==> src/hw/rtl/vlss_pkg.sv <==
// ----------------------------------------------------------------------------
// vlss_pkg
// Shared types and codes for the vehicle light and switch state block:
// device codes, flag positions, broadcast group bits and the channel words.
// ----------------------------------------------------------------------------
package vlss_pkg;

    // device codes carried in cmd
    typedef enum logic [3:0] {
        DEV_IGNITION    = 4'd0,
        DEV_STARTER     = 4'd1,
        DEV_HORN        = 4'd2,
        DEV_LEFT        = 4'd3,
        DEV_RIGHT       = 4'd4,
        DEV_BRAKE_LEVER = 4'd5,
        DEV_BRAKE_PEDAL = 4'd6,
        DEV_PARK        = 4'd7,
        DEV_MAIN        = 4'd8,
        DEV_MULTI       = 4'd9,
        DEV_LOW         = 4'd10,
        DEV_HIGH        = 4'd11,
        DEV_TOGGLE      = 4'd12
    } dev_t;

    // feature flag positions
    localparam int unsigned NUM_FLAGS  = 9;
    localparam int unsigned FLAG_IGN   = 0;
    localparam int unsigned FLAG_START = 1;
    localparam int unsigned FLAG_HORN  = 2;
    localparam int unsigned FLAG_LEFT  = 3;
    localparam int unsigned FLAG_RIGHT = 4;
    localparam int unsigned FLAG_BRAKE = 5;
    localparam int unsigned FLAG_PARK  = 6;
    localparam int unsigned FLAG_LOW   = 7;
    localparam int unsigned FLAG_HIGH  = 8;

    // broadcast group bits
    localparam int unsigned NUM_GROUPS = 6;
    localparam logic [5:0] GRP_NONE  = 6'h00;
    localparam logic [5:0] GRP_IGN   = 6'h01;
    localparam logic [5:0] GRP_START = 6'h02;
    localparam logic [5:0] GRP_HORN  = 6'h04;
    localparam logic [5:0] GRP_IND   = 6'h08;
    localparam logic [5:0] GRP_BRAKE = 6'h10;
    localparam logic [5:0] GRP_LIGHT = 6'h20;

    // multifunction button steps
    typedef enum logic [1:0] {
        STEP_OFF      = 2'd0,
        STEP_PARK     = 2'd1,
        STEP_PARK_LOW = 2'd2,
        STEP_WRAP     = 2'd3
    } step_t;

    // switch event word
    typedef struct packed {
        logic [3:0] cmd;
        logic       pressed;
        logic       physical_level;
    } sw_word_t;

    // state report word
    typedef struct packed {
        logic       ign_on;
        logic       crank_on;
        logic       horn_on;
        logic       left_on;
        logic       right_ind_on;
        logic       brake_on;
        logic       park_on;
        logic       dip_beam_on;
        logic       full_beam_on;
        logic [5:0] raised_mask;
    } st_word_t;

endpackage

==> src/hw/rtl/vehicle_light_switch_state.sv <==
// ----------------------------------------------------------------------------
// vehicle_light_switch_state
// Keeps the vehicle feature flags from a stream of switch events and reports
// all flags plus the broadcast groups raised by each event.
// ----------------------------------------------------------------------------
//  channel | dir | handshake           | word
//  --------+-----+---------------------+-------------------------------------
//  sw      | in  | sw_valid / sw_ready | cmd, pressed, physical_level
//  st      | out | st_valid / st_ready | nine flags, raised_mask
//
//  one event accepted per cycle while sw_ready is high; an event is taken into
//  the event register, then the report register loads with the flag update
//  between them
//  the flags and edge detectors update in the cycle the report register loads
//  reset clears flags, step counter, edge detectors and both valid bits
//  a stalled st_ready holds the report; the event register keeps taking a
//  word until it is full, then sw_ready drops
// ----------------------------------------------------------------------------
module vehicle_light_switch_state
    import vlss_pkg::*;
(
    input  logic     clk,
    input  logic     rst_n,
    input  logic     sw_valid,
    output logic     sw_ready,
    input  sw_word_t sw_data,
    output logic     st_valid,
    input  logic     st_ready,
    output st_word_t st_data
);

    // pipeline registers
    logic     ev_valid_reg;
    sw_word_t ev_reg;
    logic     st_valid_reg;
    st_word_t st_reg;
    st_word_t st_next;

    // block state
    logic [NUM_FLAGS-1:0] flags_reg, flags_next;
    logic                 multi_prev_reg, multi_prev_next;
    step_t                step_reg, step_next;
    logic                 tog_prev_reg, tog_prev_next;
    logic                 tog_ff_reg, tog_ff_next;
    logic [NUM_GROUPS-1:0] mask_next;

    logic ev_take;
    logic st_load;

    // handshake
    assign st_load  = ev_valid_reg && (!st_valid_reg || st_ready);
    assign sw_ready = !ev_valid_reg || st_load;
    assign ev_take  = sw_valid && sw_ready;
    assign st_valid = st_valid_reg;
    assign st_data  = st_reg;

    // flag update for the registered event
    always_comb
    begin
        logic pr;
        logic ph;
        logic hb;
        pr              = ev_reg.pressed;
        ph              = ev_reg.physical_level;
        hb              = 1'b0;
        flags_next      = flags_reg;
        multi_prev_next = multi_prev_reg;
        step_next       = step_reg;
        tog_prev_next   = tog_prev_reg;
        tog_ff_next     = tog_ff_reg;
        mask_next       = GRP_NONE;
        case (ev_reg.cmd)
            DEV_IGNITION:
            begin
                flags_next[FLAG_IGN] = pr;
                if (flags_reg[FLAG_IGN] != pr) mask_next = GRP_IGN;
            end
            DEV_STARTER:
            begin
                flags_next[FLAG_START] = pr;
                if (flags_reg[FLAG_START] != pr) mask_next = GRP_START;
            end
            DEV_HORN:
            begin
                flags_next[FLAG_HORN] = pr;
                if (flags_reg[FLAG_HORN] != pr) mask_next = GRP_HORN;
            end
            DEV_LEFT:
            begin
                flags_next[FLAG_LEFT] = pr;
                if (flags_reg[FLAG_LEFT] != pr) mask_next = GRP_IND;
            end
            DEV_RIGHT:
            begin
                flags_next[FLAG_RIGHT] = pr;
                if (flags_reg[FLAG_RIGHT] != pr) mask_next = GRP_IND;
            end
            DEV_BRAKE_LEVER, DEV_BRAKE_PEDAL:
            begin
                flags_next[FLAG_BRAKE] = ph;
                if (flags_reg[FLAG_BRAKE] != ph) mask_next = GRP_BRAKE;
            end
            DEV_PARK:
            begin
                flags_next[FLAG_PARK] = pr;
                if (flags_reg[FLAG_PARK] != pr) mask_next = GRP_LIGHT;
            end
            DEV_MAIN, DEV_LOW:
            begin
                if (flags_reg[FLAG_LOW] != pr)
                begin
                    flags_next[FLAG_LOW] = pr;
                    if (!pr) flags_next[FLAG_HIGH] = 1'b0;
                    mask_next = GRP_LIGHT;
                end
            end
            DEV_MULTI:
            begin
                // rising edge steps off, park, park plus low beam
                if (ph && !multi_prev_reg)
                begin
                    case (step_reg)
                        STEP_OFF:  step_next = STEP_PARK;
                        STEP_PARK: step_next = STEP_PARK_LOW;
                        default:   step_next = STEP_OFF;
                    endcase
                    flags_next[FLAG_PARK] = (step_next != STEP_OFF);
                    flags_next[FLAG_LOW]  = (step_next == STEP_PARK_LOW);
                    if (step_next != STEP_PARK_LOW) flags_next[FLAG_HIGH] = 1'b0;
                    mask_next = GRP_LIGHT;
                end
                multi_prev_next = ph;
            end
            DEV_HIGH:
            begin
                flags_next[FLAG_HIGH] = pr;
                if (flags_reg[FLAG_HIGH] != pr) mask_next = GRP_LIGHT;
            end
            DEV_TOGGLE:
            begin
                // flip on rising edge while low beam is on, else follow level
                if (flags_reg[FLAG_LOW])
                begin
                    if (ph && !tog_prev_reg) tog_ff_next = !tog_ff_reg;
                    hb = tog_ff_next;
                end
                else
                begin
                    tog_ff_next = 1'b0;
                    hb          = ph;
                end
                tog_prev_next          = ph;
                flags_next[FLAG_HIGH]  = hb;
                if (flags_reg[FLAG_HIGH] != hb) mask_next = GRP_LIGHT;
            end
            default:
            begin
                flags_next = flags_reg;
            end
        endcase
    end

    // report word
    always_comb
    begin
        st_next.ign_on       = flags_next[FLAG_IGN];
        st_next.crank_on     = flags_next[FLAG_START];
        st_next.horn_on      = flags_next[FLAG_HORN];
        st_next.left_on      = flags_next[FLAG_LEFT];
        st_next.right_ind_on = flags_next[FLAG_RIGHT];
        st_next.brake_on     = flags_next[FLAG_BRAKE];
        st_next.park_on      = flags_next[FLAG_PARK];
        st_next.dip_beam_on  = flags_next[FLAG_LOW];
        st_next.full_beam_on = flags_next[FLAG_HIGH];
        st_next.raised_mask  = mask_next;
    end

    // control and state registers
    always_ff @(posedge clk or negedge rst_n)
    begin
        if (!rst_n)
        begin
            ev_valid_reg   <= 1'b0;
            st_valid_reg   <= 1'b0;
            flags_reg      <= '0;
            multi_prev_reg <= 1'b0;
            step_reg       <= STEP_OFF;
            tog_prev_reg   <= 1'b0;
            tog_ff_reg     <= 1'b0;
        end
        else
        begin
            if (sw_ready) ev_valid_reg <= sw_valid;
            if (st_load)
            begin
                st_valid_reg   <= 1'b1;
                flags_reg      <= flags_next;
                multi_prev_reg <= multi_prev_next;
                step_reg       <= step_next;
                tog_prev_reg   <= tog_prev_next;
                tog_ff_reg     <= tog_ff_next;
            end
            else if (st_ready)
            begin
                st_valid_reg <= 1'b0;
            end
        end
    end

    // payload registers
    always_ff @(posedge clk)
    begin
        if (ev_take) ev_reg <= sw_data;
        if (st_load) st_reg <= st_next;
    end

    // at most one group is raised by any event
    assert property (@(posedge clk) disable iff (!rst_n)
        st_valid_reg |-> $onehot0(st_reg.raised_mask))
        else $error("more than one broadcast group raised");

    // the multifunction step never reaches the wrap code
    assert property (@(posedge clk) disable iff (!rst_n)
        step_reg != STEP_WRAP)
        else $error("multifunction step out of range");

    // the pending report always mirrors the stored flags
    assert property (@(posedge clk) disable iff (!rst_n)
        st_valid_reg |-> (st_reg.full_beam_on == flags_reg[FLAG_HIGH]
                       && st_reg.dip_beam_on == flags_reg[FLAG_LOW]
                       && st_reg.park_on == flags_reg[FLAG_PARK]))
        else $error("report flags differ from stored flags");

    // input back-pressure only with a full event register
    assert property (@(posedge clk) disable iff (!rst_n)
        !sw_ready |-> (ev_valid_reg && st_valid_reg))
        else $error("event channel stalled without a full pipeline");

endmodule
==> config.mk <==
export PLATFORM = sky130hd
export DESIGN_NAME = vehicle_light_switch_state
export DESIGN_NICKNAME = d
export VERILOG_FILES = /design/src/hw/rtl/vlss_pkg.sv /design/src/hw/rtl/vehicle_light_switch_state.sv
export SDC_FILE = /design/constraint.sdc
export NUM_CORES = 1
export LEC_CHECK = 0
export BUFFER_PORTS_ARGS = -buffer_cell sky130_fd_sc_hd__buf_2
export CAP_MARGIN = 5
export CELL_PAD_IN_SITES_DETAIL_PLACEMENT = 1
export CELL_PAD_IN_SITES_GLOBAL_PLACEMENT = 2
export CORE_ASPECT_RATIO = 0.9
export CORE_MARGIN = 4
export CORE_UTILIZATION = 33
export CTS_CLUSTER_DIAMETER = 120
export DETAILED_ROUTE_END_ITERATION = 8
export PLACE_DENSITY = 0.73
export SYNTH_ARGS = -nofsm -noshare
export SYNTH_HDL_FRONTEND = slang
export SYNTH_SLANG_ARGS = --single-unit
==> constraint.sdc <==
create_clock -name clk -period 1.7 [get_ports clk]
set_clock_uncertainty 0.05 [all_clocks]
set_input_delay 0.255 -clock clk [delete_from_list [all_inputs] [get_ports clk]]
set_output_delay 0.255 -clock clk [all_outputs]
set_load 0.01 [all_outputs]
==> out/results.ini <==
[job]
drv_cap=0

[floorplanning]
start_util_pct=34.1
io_pins=27
die_area_mm2=0.00671
rows=25
die_y_um=78.1
coreArea_mm2=0.00529
die_w_um=85.9

[pwr]
leakagePower_uw=0.00104
switching_share_pct=30.8
p_per_area_mw_per_mm2=1080
switchingPower_uw=816
comb_power_share_pct=28.1
pwr-share-seq_pct=49.1
ir_drop_uv=526
power_uw=2650
p_clk_share_pct=22.8
p_int_uw=1840

[min_path]
min-delay-path-class=in -> reg
min_from=sw_data[0]
holdPathEnd=ev_reg[0]$_DFFE_PP_
hold_depth=1

[status]
violations=negative setup slack
status=complete, but fails checks

[worst_setup_path]
path_depth=4
cp_num_buf_inv=0
r2r_cells=4
crit_fanout=7
worstPathRequired_ns=1.82
path_delay_family=simple AND/OR/NAND/NOR gates
end_kind=flop
rrSetupSlack_ns=-0.03
startpoint_type=flop
r2r-end=step_reg[0]$_DFFE_PN0P_
slowest_stage=or4b_4
criticalPathCategory=reg -> reg
cp_data_arrival_time_ns=1.86
path_cells=nand2b_4, or4b_4, nor2_4, mux2_4
slowest_delay_ns=0.58
reg2reg_from=ev_reg[4]$_DFFE_PP_

[logic_synthesis]
syn_avg_cell_area_um2=11.9
synth_seq_cells=37
netlist_area_mm2=0.00180
synth_top_cells_by_count=21 x edfxtp_1, 16 x dfrtp_1, 16 x nand2_1
synth.distinct_cells=44
yosysSeqAreaShare_pct=57.2
synth.net_count=164
synth_warnings=0
synth.top_cell.area_share_pct=35.0
synthMostInstantiatedCell=edfxtp_1
synth_area_leaders=edfxtp_1 35%, dfrtp_1 22%, mux2_2 7.5%, nand2_1 3.3%, nand2b_1 3.1%
yosys_most_used_dff=edfxtp_1
synth_cells=152
synth_async_sr_flop_share_pct=43.2
synth_top_area_cell=edfxtp_1
synth_edf_count=21

[grt]
grt_antenna_before_repair=0
grt_pass1_wl_um=7200
grt_use_total_pct=13.9
overflow=0
grt_pass1_vias=1515
grt_max_degree=17

[sta]
fmax_mhz=576
hold_viol_final=0
maxSlewViolCount=0
rsz0062_at_grt=true
relSlewSlack_pct=70.8
tightest_slew_ns=0.439
post-route-min-period_ns=1.73
worst_slack_ns=-0.0349
setup_violations=2
fin_crit_sh_pct=102

[place]
dpl_cell_area_mm2=0.00217
gp_congestion=0.898
dp_hpwl_um=3140
port_buffers=26
dp_worst_setup_slack_ns=-0.139

[finish]
drive_above_1_share_pct=47.3
final_nets=218
post-route-util_pct=46.7
final_cell_area_mm2=0.00247
largest_reg_flops=15
area_growth_syn_to_layout_pct=36.8
nFillCells=563
antenna_cells=0

[route]
met3WireLength_um=197
firstDrtPassIters=4
dr.first_iter.drc_count=57
drc=0
dr_wl_met2_um=2290
antenna_left=0
routed_wl_um=4530
top_layer=met4
via_per_inst=5.06
avgRoutedWirePerCell_um=16.5
vias=1387
wl_met1_um=1950

[cts]
clk_latency_ns=0.29
clock-sinks=37
numCtsBuffers=5
clk_path_buf_depth=2
cts_tree=done
clockRootBuffer=clkbuf_8
path_clk_slew_ns=0.08
h-tree-depth=2

## area by class of cell
class                           count  area (um2)  share of cell area [%]
Sequential cell                    37        1030                    41.9
Clock inverter                      3        17.5                   0.710
Clock buffer                        5        68.8                    2.79
Tap cell                           67        83.8                    3.40
Timing Repair Buffer               56         392                    15.9
Inverter                            6        22.5                   0.913
Multi-Input combinational cell    100         850                    34.4
## per-layer routing
layer / vias to the layer above / GRT usage, %
li1: 653 / -
met1: 692 / 16.8
met3: 9 / 4.62
met5: - / 0
met2: 33 / 23.3
met4: 0 / 4.59
## power groups by stage
stage               combinational, uW  sequential [uW]  clock [uW]
floorplan                         399             1310           0
global placement                  625             1290           0
detailed placement                660             1310           0
CTS                               692             1300         631
global route                      816             1330         679
finish                            746             1300         603
## layout by cell type (no fill, tap or decap), types with 2 or more instances in the layout
cell type and n:
a21oi_1 3, a31o_2 2, a31oi_1 2, and2_1 4, buf_2 26, buf_4 20, buf_6 9, clkbuf_8 5
clkinv_2 2, dfrtp_1 15, edfxtp_1 21, inv_1 5, mux2_2 9, mux2_4 4, nand2_1 15, nand2b_1 7
nand2b_4 3, nand3_1 2, nor2_1 3, nor2_2 2, nor2_4 2, nor3_1 2, nor3_4 2, o21ai_0 2
o21ai_1 2, o32ai_1 2, xnor2_1 4, xor2_1 3
## how the worst max path moves through the flow
stage,slack [ns],to,startpoint
after floorplan,-0.15,step_reg[0]$_DFFE_PN0P_,ev_reg[3]$_DFFE_PP_
after global placement,-0.1,step_reg[0]$_DFFE_PN0P_,ev_reg[3]$_DFFE_PP_
after detailed placement,-0.14,flags_reg[6]$_DFFE_PN0P_,ev_reg[3]$_DFFE_PP_
after CTS,-0.02,step_reg[0]$_DFFE_PN0P_,ev_reg[3]$_DFFE_PP_
after global routing,-0.08,step_reg[0]$_DFFE_PN0P_,ev_reg[4]$_DFFE_PP_
final,-0.03,step_reg[0]$_DFFE_PN0P_,ev_reg[4]$_DFFE_PP_
## logic make-up (layout without fill, tap and decap cells)
kind of cell	after synthesis	after routing	synth area share (%)
and+or+nand+nor	53	53	15.9
adders and majority gates	2	2	1.39
AOI/OAI and AO/OA	24	24	9.92
buffers and inverters	15	70	3.61
xor gates and xnor gates	8	8	3.89
muxes	13	13	8.12
DFF	37	37	57.2
## metrics by stage
stage	instances	setup TNS (ns)	hold slack (ns)
CTS	272	-0.0315	0.0721
floorplan	152	-0.359	-0.0906
finish	274	-0.0598	0.0895
global route	274	-0.352	0.0642
global placement	260	-0.232	0.168
detailed placement	260	-0.650	0.179
## repair_timing
item | 4_1_cts | 5_1_grt
buffers inserted | 3 | 2
gates resized for setup | 10 | 25
pin swaps | 2 | 8
hold endpoints to repair | 16 | 0
endpoints found under the setup margin | 14 | 15
hold buffers | 1 | 0
(Power assumes the default switching activity.)
